===== config.mk =====
export PLATFORM = sky130hd
export DESIGN_NAME = fair_reader_writer_lock_manager_unit
export DESIGN_NICKNAME = d
export VERILOG_FILES = /design/src/hw/rtl/frwl_pkg.sv /design/src/hw/rtl/frwl_front.sv /design/src/hw/rtl/frwl_back.sv /design/src/hw/rtl/fair_reader_writer_lock_manager_unit.sv
export VERILOG_INCLUDE_DIRS = /design/src /design/src/hw/rtl
export SDC_FILE = /design/constraint.sdc
export NUM_CORES = 1
export LEC_CHECK = 0
export BUFFER_PORTS_ARGS = -buffer_cell sky130_fd_sc_hd__buf_4
export CAP_MARGIN = 20
export CORE_ASPECT_RATIO = 1.4
export CORE_MARGIN = 5
export CORE_UTILIZATION = 45
export DETAILED_ROUTE_END_ITERATION = 8
export PLACE_DENSITY_LB_ADDON = 0.25
export SYNTH_ARGS = -nofsm -noshare
export SYNTH_HDL_FRONTEND = slang
export SYNTH_HIERARCHICAL = 1
export SYNTH_SLANG_ARGS = --single-unit

===== constraint.sdc =====
create_clock -name clk -period 7.5 [get_ports clk]
set_clock_uncertainty 0.15 [all_clocks]
set_input_delay 1.125 -clock clk [delete_from_list [all_inputs] [get_ports clk]]
set_output_delay 1.125 -clock clk [all_outputs]
set_load 0.005 [all_outputs]

===== src/hw/rtl/fair_reader_writer_lock_manager_unit_defines.svh =====
// ----------------------------------------------------------------------------
// Assertion macros for the reader-writer lock manager
// Each macro expects signals named clk and rst_n in the scope where it is used.
// ----------------------------------------------------------------------------
`ifndef FAIR_READER_WRITER_LOCK_MANAGER_UNIT_DEFINES_SVH
`define FAIR_READER_WRITER_LOCK_MANAGER_UNIT_DEFINES_SVH

// The condition must hold at every clock edge outside reset.
`define FRWL_ASSERT_HOLDS(lbl, cond, msg) \
    lbl: assert property (@(posedge clk) disable iff (!rst_n) (cond)) else $error(msg);

// Whenever the antecedent holds, the consequent must hold in the same cycle.
`define FRWL_ASSERT_IMPLIES(lbl, ante, cons, msg) \
    lbl: assert property (@(posedge clk) disable iff (!rst_n) (ante) |-> (cons)) \
        else $error(msg);

`endif


===== src/hw/rtl/frwl_pkg.sv =====
// ----------------------------------------------------------------------------
// frwl_pkg
// Shared types, codes and default sizes of the reader-writer lock manager.
// ----------------------------------------------------------------------------
package frwl_pkg;

    // Field widths of a request and of a result.
    localparam int MODE_W   = 3;
    localparam int ID_W     = 8;
    localparam int STATUS_W = 3;

    // Default sizes, handed to the top level parameters.
    localparam int DEF_QUEUE_DEPTH = 16;
    localparam int DEF_MAX_READERS = 255;

    // Most grants a single handoff may produce.
    localparam int RESULT_CAP = 16;

    // Request modes.
    localparam logic [MODE_W-1:0] MODE_TRY_EXCL  = 3'd0;
    localparam logic [MODE_W-1:0] MODE_TRY_SHRD  = 3'd1;
    localparam logic [MODE_W-1:0] MODE_WAIT_EXCL = 3'd2;
    localparam logic [MODE_W-1:0] MODE_WAIT_SHRD = 3'd3;
    localparam logic [MODE_W-1:0] MODE_REL_EXCL  = 3'd4;
    localparam logic [MODE_W-1:0] MODE_REL_SHRD  = 3'd5;

    // Result status codes.
    localparam logic [STATUS_W-1:0] ST_GRANTED  = 3'd0;
    localparam logic [STATUS_W-1:0] ST_REFUSED  = 3'd1;
    localparam logic [STATUS_W-1:0] ST_QUEUED   = 3'd2;
    localparam logic [STATUS_W-1:0] ST_RELEASED = 3'd3;
    localparam logic [STATUS_W-1:0] ST_MISUSE   = 3'd4;
    localparam logic [STATUS_W-1:0] ST_FULL     = 3'd5;

    // Classified operations passed from the front end to the back end.
    localparam int OP_W = 3;
    localparam logic [OP_W-1:0] OP_ACQ_EXCL = 3'd0;
    localparam logic [OP_W-1:0] OP_ACQ_SHRD = 3'd1;
    localparam logic [OP_W-1:0] OP_REL_EXCL = 3'd2;
    localparam logic [OP_W-1:0] OP_REL_SHRD = 3'd3;
    localparam logic [OP_W-1:0] OP_BAD      = 3'd4;

    // One classified command.
    typedef struct packed {
        logic [OP_W-1:0] op;
        logic            blocking;
        logic [ID_W-1:0] id;
    } frwl_cmd_t;

    // Lock status seen by the top level.
    typedef struct packed {
        logic held_excl;
        logic readers_zero;
        logic queue_empty;
        logic idle;
    } frwl_stat_t;

endpackage


===== src/hw/rtl/frwl_front.sv =====
// ----------------------------------------------------------------------------
// frwl_front
// Accepts requests, classifies the mode and holds them in a two-entry queue.
// ----------------------------------------------------------------------------
module frwl_front (
    input  logic                        clk,
    input  logic                        rst_n,
    input  logic                        req_valid,
    output logic                        req_stall,
    input  logic [frwl_pkg::MODE_W-1:0] mode,
    input  logic [frwl_pkg::ID_W-1:0]   requester_id,
    output logic                        cmd_valid,
    input  logic                        cmd_pop,
    output frwl_pkg::frwl_cmd_t         cmd
);
    import frwl_pkg::*;

    frwl_cmd_t   slot_reg [2];
    logic        wr_ptr_reg;
    logic        wr_ptr_next;
    logic        rd_ptr_reg;
    logic        rd_ptr_next;
    logic [1:0]  cnt_reg;
    logic [1:0]  cnt_next;
    logic        push;
    frwl_cmd_t   decoded;

    // Classify the incoming mode.
    always_comb
    begin
        decoded.id       = requester_id;
        decoded.blocking = 1'b0;
        unique case (mode) inside
            MODE_TRY_EXCL:
            begin
                decoded.op = OP_ACQ_EXCL;
            end
            MODE_WAIT_EXCL:
            begin
                decoded.op       = OP_ACQ_EXCL;
                decoded.blocking = 1'b1;
            end
            MODE_TRY_SHRD:
            begin
                decoded.op = OP_ACQ_SHRD;
            end
            MODE_WAIT_SHRD:
            begin
                decoded.op       = OP_ACQ_SHRD;
                decoded.blocking = 1'b1;
            end
            MODE_REL_EXCL:
            begin
                decoded.op = OP_REL_EXCL;
            end
            MODE_REL_SHRD:
            begin
                decoded.op = OP_REL_SHRD;
            end
            default:
            begin
                decoded.op = OP_BAD;
            end
        endcase
    end

    // Queue control: stall only when both entries are occupied.
    assign req_stall = (cnt_reg == 2'd2);
    assign push      = req_valid && !req_stall;
    assign cmd_valid = (cnt_reg != 2'd0);
    assign cmd       = slot_reg[rd_ptr_reg];

    always_comb
    begin
        wr_ptr_next = push ? !wr_ptr_reg : wr_ptr_reg;
        rd_ptr_next = cmd_pop ? !rd_ptr_reg : rd_ptr_reg;
        cnt_next    = cnt_reg + 2'(push) - 2'(cmd_pop);
    end

    always_ff @(posedge clk or negedge rst_n)
    begin
        if (!rst_n)
        begin
            wr_ptr_reg <= 1'b0;
            rd_ptr_reg <= 1'b0;
            cnt_reg    <= 2'd0;
        end
        else
        begin
            wr_ptr_reg <= wr_ptr_next;
            rd_ptr_reg <= rd_ptr_next;
            cnt_reg    <= cnt_next;
        end
    end

    // Queue payload needs no reset.
    always_ff @(posedge clk)
    begin
        if (push)
        begin
            slot_reg[wr_ptr_reg] <= decoded;
        end
    end

endmodule


===== src/hw/rtl/frwl_back.sv =====
// ----------------------------------------------------------------------------
// frwl_back
// Executes classified commands against the lock state and the waiter queue,
// and drives the result register.
// ----------------------------------------------------------------------------
module frwl_back #(
    parameter int QUEUE_DEPTH = frwl_pkg::DEF_QUEUE_DEPTH,
    parameter int MAX_READERS = frwl_pkg::DEF_MAX_READERS
) (
    input  logic                          clk,
    input  logic                          rst_n,
    input  logic                          cmd_valid,
    output logic                          cmd_pop,
    input  frwl_pkg::frwl_cmd_t           cmd,
    output logic                          rsp_valid,
    input  logic                          rsp_stall,
    output logic [frwl_pkg::STATUS_W-1:0] status,
    output logic [frwl_pkg::ID_W-1:0]     grantee_id,
    output logic                          grant_is_shared,
    output logic                          last,
    output frwl_pkg::frwl_stat_t          stat
);
    import frwl_pkg::*;

    localparam int PTR_W     = $clog2(QUEUE_DEPTH);
    localparam int CNT_W     = $clog2(QUEUE_DEPTH + 1);
    localparam int RC_W      = $clog2(MAX_READERS + 1);
    localparam int GRANT_CAP = (RESULT_CAP < MAX_READERS) ? RESULT_CAP : MAX_READERS;
    localparam int N_W       = $clog2(GRANT_CAP + 1);
    localparam int ENTRY_W   = ID_W + 1;

    localparam logic [PTR_W-1:0] PTR_LAST = PTR_W'(QUEUE_DEPTH - 1);
    localparam logic [CNT_W-1:0] CNT_FULL = CNT_W'(QUEUE_DEPTH);
    localparam logic [RC_W-1:0]  RC_MAX   = RC_W'(MAX_READERS);
    localparam logic [N_W-1:0]   N_CAP    = N_W'(GRANT_CAP);

    // Back end states.
    localparam logic [1:0] S_IDLE  = 2'd0;
    localparam logic [1:0] S_READ  = 2'd1;
    localparam logic [1:0] S_GRANT = 2'd2;

    function automatic logic [PTR_W-1:0] next_ptr(input logic [PTR_W-1:0] p);
        next_ptr = (p == PTR_LAST) ? '0 : p + PTR_W'(1);
    endfunction

    logic [ENTRY_W-1:0] wait_mem [QUEUE_DEPTH];
    logic [ENTRY_W-1:0] rd0_reg;
    logic [ENTRY_W-1:0] rd1_reg;
    logic [ENTRY_W-1:0] wr_entry;
    logic               mem_we;

    logic [1:0]       state_reg, state_next;
    logic             held_reg, held_next;
    logic [RC_W-1:0]  rc_reg, rc_next;
    logic [PTR_W-1:0] head_reg, head_next;
    logic [PTR_W-1:0] tail_reg, tail_next;
    logic [CNT_W-1:0] cnt_reg, cnt_next;
    logic [N_W-1:0]   n_reg, n_next;

    logic                rsp_valid_reg, rsp_valid_next;
    logic [STATUS_W-1:0] status_reg;
    logic [ID_W-1:0]     grantee_reg;
    logic                shared_reg;
    logic                last_reg;

    logic                load;
    logic [STATUS_W-1:0] o_status;
    logic [ID_W-1:0]     o_id;
    logic                o_shared;
    logic                o_last;
    logic                out_free;
    logic                excl_ok;
    logic                shared_ok;
    logic [N_W-1:0]      n_inc;

    assign out_free  = !rsp_valid_reg || !rsp_stall;
    assign excl_ok   = !held_reg && (rc_reg == '0);
    assign shared_ok = !held_reg && (rc_reg < RC_MAX) && ((rc_reg == '0) || (cnt_reg == '0));
    assign n_inc     = n_reg + N_W'(1);

    // Command execution and handoff sequencing.
    always_comb
    begin
        state_next = state_reg;
        held_next  = held_reg;
        rc_next    = rc_reg;
        head_next  = head_reg;
        tail_next  = tail_reg;
        cnt_next   = cnt_reg;
        n_next     = n_reg;
        mem_we     = 1'b0;
        wr_entry   = {cmd.op == OP_ACQ_SHRD, cmd.id};
        cmd_pop    = 1'b0;
        load       = 1'b0;
        o_status   = ST_MISUSE;
        o_id       = cmd.id;
        o_shared   = 1'b0;
        o_last     = 1'b1;
        unique case (state_reg)
            S_IDLE:
            begin
                if (cmd_valid && out_free)
                begin
                    cmd_pop = 1'b1;
                    load    = 1'b1;
                    unique case (cmd.op) inside
                        OP_ACQ_EXCL, OP_ACQ_SHRD:
                        begin
                            if ((cmd.op == OP_ACQ_EXCL) ? excl_ok : shared_ok)
                            begin
                                o_status = ST_GRANTED;
                                if (cmd.op == OP_ACQ_SHRD)
                                begin
                                    o_shared = 1'b1;
                                    rc_next  = rc_reg + RC_W'(1);
                                end
                                else
                                begin
                                    held_next = 1'b1;
                                end
                            end
                            else if (!cmd.blocking)
                            begin
                                o_status = ST_REFUSED;
                            end
                            else if (cnt_reg == CNT_FULL)
                            begin
                                o_status = ST_FULL;
                            end
                            else
                            begin
                                o_status  = ST_QUEUED;
                                mem_we    = 1'b1;
                                tail_next = next_ptr(tail_reg);
                                cnt_next  = cnt_reg + CNT_W'(1);
                            end
                        end
                        OP_REL_EXCL:
                        begin
                            if (held_reg)
                            begin
                                held_next = 1'b0;
                                if (cnt_reg == '0)
                                begin
                                    o_status = ST_RELEASED;
                                end
                                else
                                begin
                                    load       = 1'b0;
                                    n_next     = '0;
                                    state_next = S_READ;
                                end
                            end
                        end
                        OP_REL_SHRD:
                        begin
                            if (!held_reg && (rc_reg != '0))
                            begin
                                rc_next = rc_reg - RC_W'(1);
                                if ((rc_reg != RC_W'(1)) || (cnt_reg == '0))
                                begin
                                    o_status = ST_RELEASED;
                                end
                                else
                                begin
                                    load       = 1'b0;
                                    n_next     = '0;
                                    state_next = S_READ;
                                end
                            end
                        end
                        default:
                        begin
                            o_status = ST_MISUSE;
                        end
                    endcase
                end
            end
            S_READ:
            begin
                // Head and next entry are read this cycle.
                state_next = S_GRANT;
            end
            S_GRANT:
            begin
                if (out_free)
                begin
                    load      = 1'b1;
                    o_status  = ST_GRANTED;
                    o_id      = rd0_reg[ID_W-1:0];
                    head_next = next_ptr(head_reg);
                    cnt_next  = cnt_reg - CNT_W'(1);
                    if (!rd0_reg[ID_W])
                    begin
                        held_next  = 1'b1;
                        state_next = S_IDLE;
                    end
                    else
                    begin
                        o_shared   = 1'b1;
                        rc_next    = rc_reg + RC_W'(1);
                        n_next     = n_inc;
                        // The run ends at an empty queue, at the cap or at a writer.
                        o_last     = (cnt_reg == CNT_W'(1)) || (n_inc == N_CAP) ||
                                     !rd1_reg[ID_W];
                        state_next = o_last ? S_IDLE : S_READ;
                    end
                end
            end
            default:
            begin
                state_next = S_IDLE;
            end
        endcase
    end

    // Waiter memory: one write port, two registered read ports.
    always_ff @(posedge clk)
    begin
        if (mem_we)
        begin
            wait_mem[tail_reg] <= wr_entry;
        end
        rd0_reg <= wait_mem[head_reg];
        rd1_reg <= wait_mem[next_ptr(head_reg)];
    end

    // Lock and queue state.
    always_ff @(posedge clk or negedge rst_n)
    begin
        if (!rst_n)
        begin
            state_reg     <= S_IDLE;
            held_reg      <= 1'b0;
            rc_reg        <= '0;
            head_reg      <= '0;
            tail_reg      <= '0;
            cnt_reg       <= '0;
            n_reg         <= '0;
            rsp_valid_reg <= 1'b0;
        end
        else
        begin
            state_reg     <= state_next;
            held_reg      <= held_next;
            rc_reg        <= rc_next;
            head_reg      <= head_next;
            tail_reg      <= tail_next;
            cnt_reg       <= cnt_next;
            n_reg         <= n_next;
            rsp_valid_reg <= rsp_valid_next;
        end
    end

    // Result register: holds while the receiver stalls.
    assign rsp_valid_next = load || (rsp_valid_reg && rsp_stall);

    always_ff @(posedge clk)
    begin
        if (load)
        begin
            status_reg  <= o_status;
            grantee_reg <= o_id;
            shared_reg  <= o_shared;
            last_reg    <= o_last;
        end
    end

    assign rsp_valid       = rsp_valid_reg;
    assign status          = status_reg;
    assign grantee_id      = grantee_reg;
    assign grant_is_shared = shared_reg;
    assign last            = last_reg;

    assign stat.held_excl    = held_reg;
    assign stat.readers_zero = (rc_reg == '0);
    assign stat.queue_empty  = (cnt_reg == '0);
    assign stat.idle         = (state_reg == S_IDLE);

endmodule


===== src/hw/rtl/fair_reader_writer_lock_manager_unit.sv =====
// ----------------------------------------------------------------------------
// fair_reader_writer_lock_manager_unit
// Fair reader-writer lock manager with a queue of waiting requesters.
// ----------------------------------------------------------------------------
// Usage:
// A request transaction (mode, requester_id) is taken on the req channel when
// req_valid is high and req_stall is low. Each request yields one or more
// result transactions on the rsp channel, the final one marked by last.
// Requests are classified and held in a two-entry queue, so the requester is
// stalled only when that queue is full.
// A request with a single result passes the front end queue and the result
// register before it appears on rsp; such requests sustain one per cycle
// while rsp is not stalled and no handoff is under way. For each waiter that a
// release resumes, S_READ reads the head of the waiter memory and then S_GRANT
// loads the grant into the result register.
// When the receiver holds rsp_stall, the result is held and the back end
// waits; the front end keeps accepting until its queue is full.
// Reset clears the lock, the reader count and the waiter queue pointers at
// once; no clearing pass is needed and the block accepts work immediately.
// ----------------------------------------------------------------------------
`include "fair_reader_writer_lock_manager_unit_defines.svh"

module fair_reader_writer_lock_manager_unit #(
    parameter int QUEUE_DEPTH = frwl_pkg::DEF_QUEUE_DEPTH,
    parameter int MAX_READERS = frwl_pkg::DEF_MAX_READERS
) (
    input  logic                          clk,
    input  logic                          rst_n,
    input  logic                          req_valid,
    output logic                          req_stall,
    input  logic [frwl_pkg::MODE_W-1:0]   mode,
    input  logic [frwl_pkg::ID_W-1:0]     requester_id,
    output logic                          rsp_valid,
    input  logic                          rsp_stall,
    output logic [frwl_pkg::STATUS_W-1:0] status,
    output logic [frwl_pkg::ID_W-1:0]     grantee_id,
    output logic                          grant_is_shared,
    output logic                          last
);
    import frwl_pkg::*;

    logic       cmd_valid;
    logic       cmd_pop;
    frwl_cmd_t  cmd;
    frwl_stat_t stat;
    logic       lock_free;
    logic       shared_rsp;

    // Front end: acceptance and classification.
    frwl_front u_front (
        .clk          (clk),
        .rst_n        (rst_n),
        .req_valid    (req_valid),
        .req_stall    (req_stall),
        .mode         (mode),
        .requester_id (requester_id),
        .cmd_valid    (cmd_valid),
        .cmd_pop      (cmd_pop),
        .cmd          (cmd)
    );

    // Back end: lock state, waiter queue and results.
    frwl_back #(
        .QUEUE_DEPTH (QUEUE_DEPTH),
        .MAX_READERS (MAX_READERS)
    ) u_back (
        .clk             (clk),
        .rst_n           (rst_n),
        .cmd_valid       (cmd_valid),
        .cmd_pop         (cmd_pop),
        .cmd             (cmd),
        .rsp_valid       (rsp_valid),
        .rsp_stall       (rsp_stall),
        .status          (status),
        .grantee_id      (grantee_id),
        .grant_is_shared (grant_is_shared),
        .last            (last),
        .stat            (stat)
    );

    // Conditions watched by the checks below.
    assign lock_free  = stat.idle && !stat.held_excl && stat.readers_zero;
    assign shared_rsp = rsp_valid && grant_is_shared;

    // A writer never coexists with readers.
    `FRWL_ASSERT_IMPLIES(a_excl_no_readers, stat.held_excl, stat.readers_zero, "writer with readers")

    // Outside a handoff a free lock never leaves anyone waiting.
    `FRWL_ASSERT_IMPLIES(a_free_no_waiters, lock_free, stat.queue_empty, "free lock with waiters")

    // The shared flag is only set on grants.
    `FRWL_ASSERT_HOLDS(a_shared_on_grant, !shared_rsp || (status == ST_GRANTED), "shared on non-grant")

endmodule

==> Yosys cells after proc, flatten, opt, wreduce, memory -nomap -nowiden <==
Memories as Yosys holds them, arrays and structs flattened. A register that Yosys moved wholly into a read port is not among the register bits.
Cells that the tools add are included.
{ "totals": {"ff_bits": 47, "latchBits": 0, "ram_bits": 168, "rom_bits": 0, "inputBits": 15, "out_inout_bits": 15, "wordCells": 190, "mem_count": 2} }
{ "op_classes": {"addsub": 9, "mul": 0, "div": 0, "magnitude_cmp": 1, "n_eq_ne": 35, "shifts": 0, "mux": 86, "bitwise_logic": 2, "n_reduce_logical": 40} }
{ "memory_table": {"columns": ["name", "depth", "width", "read_ports", "rd_ports_with_merged_regs", "write_ports", "line_no", "source"], "rows": [
  ["u_back.wait_mem", 16, 9, 2, 2, 1, "frwl_back.sv:46", "logic [ENTRY_W-1:0] wait_mem [QUEUE_DEPTH];"],
  ["u_front.slot_reg", 2, 12, 1, 0, 1, "frwl_front.sv:18", "frwl_cmd_t slot_reg [2];"]
]} }
{ "op_table": {"columns": ["operator", "n"], "rows": [
  ["$mux W5", 13],
  ["$mux W8", 8],
  ["$mux W1", 32],
  ["$pmux W8 S2", 2],
  ["$pmux W5 S2", 3],
  ["$mux W3", 9],
  ["$reduce_and A7 Y1", 3],
  ["$mux W2", 7],
  ["$eq A3 B2 Y1 const B", 4],
  ["$ne A3 B3 Y1 const B", 4],
  ["$pmux W3 S4", 1],
  ["$add A5 B1 Y5 const B", 2],
  ["$eq A5 B5 Y1 const B", 2],
  ["$ne A2 B1 Y1 const B", 5],
  ["$pmux W1 S2", 5],
  ["$ne A3 B1 Y1 const B", 3],
  ["$ne A3 B2 Y1 const B", 3],
  ["$pmux W3 S3", 1],
  ["$reduce_and A9 Y1", 1],
  ["$add A4 B1 Y4 const B", 2],
  ["$add A8 B1 Y8 const B", 1],
  ["$eq A4 B4 Y1 const B", 2],
  ["$logic_not A8 Y1", 1],
  ["$lt A8 B8 Y1 const B", 1],
  ["29 further kinds", 58]
]} }

==> Longest topological paths before layout <==
Gate-level depths: netlist (run 1).
{ "logic_depth": {"depth_word": 10, "mapped_depth": 9, "mapped_depth_nobuf": 8} }

==> By module <==
The synthesis (run 1) kept the hierarchy.
{ "by_module_without_submodules": {"columns": ["module", "instances", "cells_per_inst", "area_per_inst_um2"], "rows": [
  ["frwl_back", 1, 617, 8779.7],
  ["frwl_front", 1, 58, 1119.8]
]} }

==> Worst setup path after synthesis (run 1) <==
OpenSTA, ideal clock, no wires.
{ "synth_timing": {"path_kind": "register -> register", "from": "register u_front.rd_ptr_reg", "to": "memory u_back/wait_mem[12][0] (netlist bit), enable pin", "setup_time_ps": 387, "arrival_ps": 2590, "path_slack_ps": 4373, "path_stages_with_launch": 9, "path_buffers": 2, "path_cell_list": "dfrtp_1 -> buf_6 -> mux2_4 -> nor2_1 -> and4_1 -> nor4_1 -> clkbuf_1 -> nand4_1 -> nor3_1"} }
{ "synth_lines": {"columns": ["element", "line_no", "source"], "rows": [
  ["start, declared", "frwl_front.sv:21", "logic rd_ptr_reg;"],
  ["start signal, assigned", "frwl_front.sv:91", "rd_ptr_reg <= rd_ptr_next;"],
  ["end, declared", "frwl_back.sv:46", null]
]} }

==> summary.md, run 1 <==
| Metric | Value |
|---|---|
| Status | `finished, final reports clean` |
| Post-Syn Nets | `704` |
| Final TNS setup | `0 ns` |
| Nets | `742` |
| Relative max-transition margin | `0.3190` |
| Die Y-Extent | `185.4 µm` |
| Post-DR wirelength/cell | `22.01 µm` |
| Period utilisation layout | `0.4894` |
| RR Endpoint | `u_back/wait_mem[13][6]` |
| Total GRT Usage | `0.1806` |
| Crit path arrival time | `3.71 ns` |
| R2R depth | `8` |
| Final setup vio count | `0` |
| Number of buffers added on ports | `29` |
| Initial Util | `0.4539` |
| FF-to-FF Start | `u_front/rd_ptr_reg` |
| ANT nets after route | `0` |
| Placer congestion estimate | `0.9022` |
| Worst-Margin Slew | `1.018 ns` |
| Post-CTS setup buffer count | `0` |
| Antenna violations before repair | `0` |
| YS warnings | `6` |
| Initial DRC count | `477` |
| Hold Crit Endpoint | `u_front/wr_ptr_reg` |
| Inserted Diodes | `0` |
| CTS H-tree lvls | `1` |
| Worst vdd ir | `0.2491 mV` |
| Worst path required time | `7.54 ns` |
| Finished Cell Area | `11190 µm²` |
| Post-synth design cell area | `9886 µm²` |
| HPWL after detailed placement | `14.99 mm` |
| Power per Cell Area | `402.8 nW/µm²` |
| Clk slew on worst S/H paths | `0.06 ns` |
| Final Util | `0.5136` |
| Dpl cell area | `10340 µm²` |
| Area growth from synthesis to layout | `13.15%` |
| Startpoint type of the worst setup path | `flop` |
| Mean Syn Cell Area | `14.69 µm²` |
| Placeable Area | `21780 µm²` |
| Post-cts resize count | `0` |
| CTS tree | `done` |
| Latest clock arrival within the worst-skew pair | `0.51 ns` |
| Max Fclk | `272.4 MHz` |
| Min-Delay Path Depth | `1` |
| Dpl ws | `3.460 ns` |
| Vias in the first global route | `5819` |
| I/O Pins | `30` |
| Final setup margin | `3.829 ns` |
| Detailed-route via count | `5944` |
| Sink Count | `225` |
| Die X-Extent | `135.3 µm` |
| HP Class | `flop to flop` |
| Rows | `64` |
| Root Driver | `clkbuf_16` |
| Max reg flops | `144` |
| Die area | `25070 µm²` |
| Largest net degree at the start of global routing | `59` |
| Pins over their slew limit | `0` |
| Crit path capture type | `flop` |
| Fraction of layout cells with a size suffix above 1 | `0.1898` |
| Crit path time final | `3.671 ns` |
| DRC viols | `0` |
| Hold Buf Count CTS | `0` |
| FF-to-FF setup slack | `3.83 ns` |
| Final Hold Viols | `0` |
| Hold_sp | `u_front/wr_ptr_reg` |
| CP max FO | `13` |
| CP Class | `flop to flop` |
| RSZ-0062 raised after global routing | `false` |
| Max cap viols | `0` |
| Leakage Power | `4.062 nW` |
| First-pass GRT wire length | `34.51 mm` |
| CTS max path bufs | `3` |
| Final WL | `22.54 mm` |
| Congestion Overflow GR | `0` |
| Vias per inst | `5.805` |
| Pre-antenna DRT Iters | `5` |
| Mapped Cells | `673` |
| TritonCTS Buffers | `22` |
-- worst max-delay path, stage by stage, from the launching register on --
cell and delay (ns):
dfrtp_1 0.79, mux2_4 0.33, nor2_1 0.06, and4_1 0.22, nor4_1 0.22, buf_4 0.21
nand4_1 0.48, nor3_1 0.59, buf_2 0.31
-- final cells by class --
class / count / area [µm²]
Clock buffer: 29 / 596.8
Fill cell: 1903 / 10600
Clock inverter: 11 / 142.6
Inverter: 20 / 80.08
Timing Repair Buffer: 51 / 357.8
Multi-Input combinational cell: 391 / 3149
Sequential cell: 225 / 6487
Tap cell: 297 / 371.6
-- per-stage QoR --
stage | total power, mW | instances | hold WS, ns
CTS | 4.522 | 1007 | 0.3468
finish | 4.505 | 1024 | 0.3432
detailed placement | 3.402 | 967 | 0.3334
global route | 4.753 | 1024 | 0.3545
global placement | 3.375 | 966 | 0.3258
floorplan | 2.889 | 673 | 0.3104
-- where the power goes --
| group | switching [mW] | internal, mW | leakage (nW) |
|---|---|---|---|
| clock network | 0.447 | 0.667 | 0.364 |
| registers | 0.206 | 1.67 | 2.14 |
| logic | 0.923 | 0.593 | 1.56 |
-- per-layer routing --
layer,share of wire,global-route usage,vias up
li1,-,-,2706
met1,0.41,0.2406,2945
met2,0.50,0.3006,254
met3,0.063,0.03125,39
met4,0.031,0.06293,0
met5,0,0,-
-- cell usage in the layout, fill, tap and decap left out, types with 4 or more instances in the layout --
cell and count:
nand2_1 61, a32oi_1 4, clkbuf_4 7, or2_2 5
xor2_1 10, xnor2_1 7, and3_1 5, nand3_1 13
a311oi_1 6, dfxtp_1 10, nand2b_1 4, mux2i_1 40
clkbuf_1 5, nor4_1 6, and2_1 4, a31oi_1 6
o21ai_0 13, buf_2 9, a21oi_1 20, edfxtp_1 181
nor2_1 18, mux2_2 8, clkinv_1 4, mux2_4 9
a221oi_1 18, a22oi_1 9, buf_4 34, clkbuf_16 22
dfrtp_1 33, ha_1 16, nor3_1 23, and4_1 5
mux4_2 22, nor2b_1 6, a21o_1 4, clkinv_2 4
inv_1 17
-- worst max-delay path by stage --
| stage | from | to | slack, ns | cells past startpoint |
|---|---|---|---|---|
| after floorplan | u_front/rd_ptr_reg | u_back/wait_mem[12][0] | 4.37 | 8 |
| after global placement | u_front/rd_ptr_reg | u_back/wait_mem[5][0] | 3.51 | 7 |
| after detailed placement | u_front/rd_ptr_reg | u_back/wait_mem[5][6] | 3.46 | 7 |
| after CTS | u_front/rd_ptr_reg | u_back/wait_mem[5][3] | 3.44 | 7 |
| after global routing | u_front/rd_ptr_reg | u_back/wait_mem[13][6] | 3.61 | 8 |
| final | u_front/rd_ptr_reg | u_back/wait_mem[13][6] | 3.83 | 8 |
(Power assumes the default switching activity.)
==> inputs of run 2 (changes only) <==
--- a/config.mk
+++ b/config.mk
@@ -6,6 +6,7 @@
 export SDC_FILE = /design/constraint.sdc
 export NUM_CORES = 1
 export LEC_CHECK = 0
+export ABC_AREA = 1
 export BUFFER_PORTS_ARGS = -buffer_cell sky130_fd_sc_hd__buf_4
 export CAP_MARGIN = 20
 export CORE_ASPECT_RATIO = 1.4
==> constraint.sdc (replaced) <==
create_clock -name clk -period 3.2 [get_ports clk]
set_clock_uncertainty 0.15 [all_clocks]
set_input_delay 0.48 -clock clk [delete_from_list [all_inputs] [get_ports clk]]
set_output_delay 0.48 -clock clk [all_outputs]
set_load 0.005 [all_outputs]
==> run 2 against run 1 <==
Compared with the run above:
- first-iteration DRC count grew 4.8%
- total power grew 140%
- die area grew 1.4%
- core utilization grew 0.90 points
- register-to-register slack lost 3.4 ns
- non-clock buffer count grew 16
- global-route usage grew 0.088 points
- sequential share of layout area shrank 1.4 points
- largest cell class unchanged
==> summary.md, run 2 <==
| Metric | Value |
|---|---|
| Detailed-route via count | `6885 (+16%)` |
| FF-to-FF Start | `u_front/rd_ptr_reg` |
| Flop pwr share | `0.402 (-0.014)` |
| Power per Cell Area | `947.5 nW/µm² (+140%)` |
| Antenna violations before repair | `0 (unchanged)` |
| Worst path required time | `3.27 ns (-4.27 ns)` |
| Inserted Diodes | `0 (unchanged)` |
| Root Driver | `clkbuf_16` |
| Crit. path cell count | `9 (+1)` |
| Crit path time final | `2.736 ns (-0.9346 ns)` |
| Fraction of layout cells with a size suffix above 1 | `0.1203 (-0.06955)` |
| Logic pwr share | `0.376 (+0.040)` |
| Post-DR wirelength/cell | `17.13 µm (-22%)` |
| Post-Syn Nets | `992 (+41%)` |
| Worst path slowest cell | `dfrtp_1` |
| RSZ-0062 raised after global routing | `false` |
| Die area | `25430 µm² (+1.4%)` |
| Min-Delay Path Depth | `3 (+2)` |
| Clock share of power | `0.222 (-0.025)` |
| Rows | `64 (unchanged)` |
| CTS H-tree lvls | `1 (unchanged)` |
| DRC viols | `0 (unchanged)` |
| Worst-Margin Slew | `0.9224 ns (-0.09528 ns)` |
| Final setup vio count | `0 (unchanged)` |
| Congestion Overflow GR | `0 (unchanged)` |
| Max Fclk | `365.5 MHz (+34%)` |
| Most frequent cells in the layout | `249 x nand2_1, 181 x edfxtp_1, 97 x nor2_1` |
| Final Hold Viols | `0 (unchanged)` |
| Status | `finished, final reports clean` |
| P_int | `6.618 mW (+130%)` |
| HP Class | `primary input to flop` |
| Total GRT Usage | `0.1815 (+0.0008817)` |
| CP Cell Sequence | `o21ai_0 > inv_1 > nand3_1 > nand3b_1 > nand3_2 > nor2_4 > nand2_2 > nor2_1 > buf_4` |
| Period utilisation layout | `0.8550 (+0.3656)` |
| WP buf/inv | `2 (unchanged)` |
| Placeable Area | `21940 µm² (+0.74%)` |
| Die Y-Extent | `186.7 µm (+0.72%)` |
| Relative max-transition margin | `0.3851 (+0.06602)` |
| Number of buffers added on ports | `29 (unchanged)` |
| Crit path from | `u_front/rd_ptr_reg` |
| Largest stage delay, worst path | `0.45 ns (-0.34 ns)` |
| P_sw | `4.246 mW (+170%)` |
| Initial Util | `0.4575 (+0.003587)` |
| FF-to-FF setup slack | `0.46 ns (-3.37 ns)` |
| CP top delay family | `simple AND/OR/NAND/NOR gates` |
| Area growth from synthesis to layout | `14.24%` |
| Finished Cell Area | `11470 µm² (+2.5%)` |
| # fillers | `1982 (+4.2%)` |
| CTS max path bufs | `3 (unchanged)` |
| Dpl cell area | `10710 µm² (+3.5%)` |
| Post-synth design cell area | `10040 µm² (+1.5%)` |
| YS warnings | `6 (unchanged)` |
| Worst vdd ir | `0.6238 mV (+150%)` |
| Post-cts resize count | `0 (unchanged)` |
| Max reg flops | `144 (unchanged)` |
| Initial DRC count | `500 (+4.8%)` |
| Latest clock arrival within the worst-skew pair | `0.51 ns (about the same)` |
| Mean Syn Cell Area | `10.44 µm² (-29%)` |
| Vias in the first global route | `6685 (+15%)` |
| Startpoint type of the worst setup path | `flop` |
| Final Util | `0.5226 (+0.009025)` |
| Overall Power | `10.86 mW (+140%)` |
| Placer congestion estimate | `0.9174 (+1.7%)` |
| CTS tree | `done` |
| Hold_sp | `req_valid` |
| R2R depth | `9 (+1)` |
| Nets | `1047 (+41%)` |
| Final WL | `22.75 mm (+0.95%)` |
| Crit path arrival time | `2.81 ns (-0.90 ns)` |
| Largest net degree at the start of global routing | `61 (+3.4%)` |
| I/O Pins | `30 (unchanged)` |
| Die X-Extent | `136.2 µm (+0.71%)` |
| CP Class | `flop to flop` |
| Leakage Power | `4.544 nW (+12%)` |
| Crit path capture type | `flop` |
| Pins over their slew limit | `0 (unchanged)` |
| Final TNS setup | `0 ns (unchanged)` |
| Switching Fraction | `0.3908 (+0.04108)` |
| First-pass GRT wire length | `36.07 mm (+4.5%)` |
| Sink Count | `225 (unchanged)` |
| Clk slew on worst S/H paths | `0.06 ns (about the same)` |
| Pre-antenna DRT Iters | `5 (unchanged)` |
| HPWL after detailed placement | `15.74 mm (+5.0%)` |
| CP max FO | `10 (-3)` |
| Mapped Cells | `961 (+43%)` |
| ANT nets after route | `0 (unchanged)` |
| Max cap viols | `0 (unchanged)` |
| Commonest non-fill, non-tap cell in the layout | `nand2_1` |
| TritonCTS Buffers | `22 (unchanged)` |
| Vias per inst | `5.184 (-11%)` |
run 2: cell type report:
class / instances / area, µm² / area share
flip-flops and latches: 225 / 6487 / 0.5658
multi-input cells: 613 / 3067 / 0.2675
clock buffers: 30 / 590.6 / 0.05151
repair buffers: 67 / 538.0 / 0.04692
well taps: 297 / 371.6 / 0.03241
inverters: 87 / 331.6 / 0.02892
clock inverters: 9 / 80.08 / 0.006984
run 2: path summary, 6_finish.rpt:
path / end
setup / recovery: u_back/wait_mem[8][0]
hold / removal: u_front/wr_ptr_reg
setup reg to reg: u_back/wait_mem[8][0]
hold reg to reg: u_front/wr_ptr_reg
max in group asynchronous: u_back/head_reg[0]
min in group asynchronous: u_back/rc_reg[1]
run 2: stage by stage:
step                      std cells  hold WS [ns]  setup slack [ns]
final                          1328       0.09634            0.4638
after CTS                      1328       0.08087            0.4967
after detailed placement       1280        0.3128            0.5422
after floorplan                 961       0.03441            0.6645
after global routing           1328        0.1020            0.2281
after global placement         1280        0.3050            0.5962
run 2: worst reg2reg max path, stage by stage, from the launching register on:
cell      delay [ns]
dfrtp_1         0.45
o21ai_0         0.36
inv_1           0.19
nand3_1         0.15
nand3b_1        0.17
nand3_2         0.15
nor2_4          0.25
nand2_2         0.14
nor2_1          0.22
buf_4           0.21
run 2: repair_timing:
item | 4_1_cts | 5_1_grt
hold buffers | 9 | 0
hold endpoints to repair | 50 | 0
buffers inserted | 0 | 0
run 2: routing by layer:
metal / GRT usage / vias up / part of all wire
li1: - / 3385 / -
met1: 0.2205 / 3284 / 0.40
met2: 0.3262 / 168 / 0.53
met3: 0.02047 / 48 / 0.041
met4: 0.06982 / 0 / 0.036
met5: 0 / - / 0
run 2: power groups by stage:
stage / logic [mW] / clock network [mW] / registers, mW
finish: 4.09 / 2.41 / 4.37
global route: 4.58 / 2.61 / 4.43
CTS: 4.13 / 2.47 / 4.37
detailed placement: 4.09 / 0 / 4.42
global placement: 4.05 / 0 / 4.42
floorplan: 2.87 / 0 / 4.25
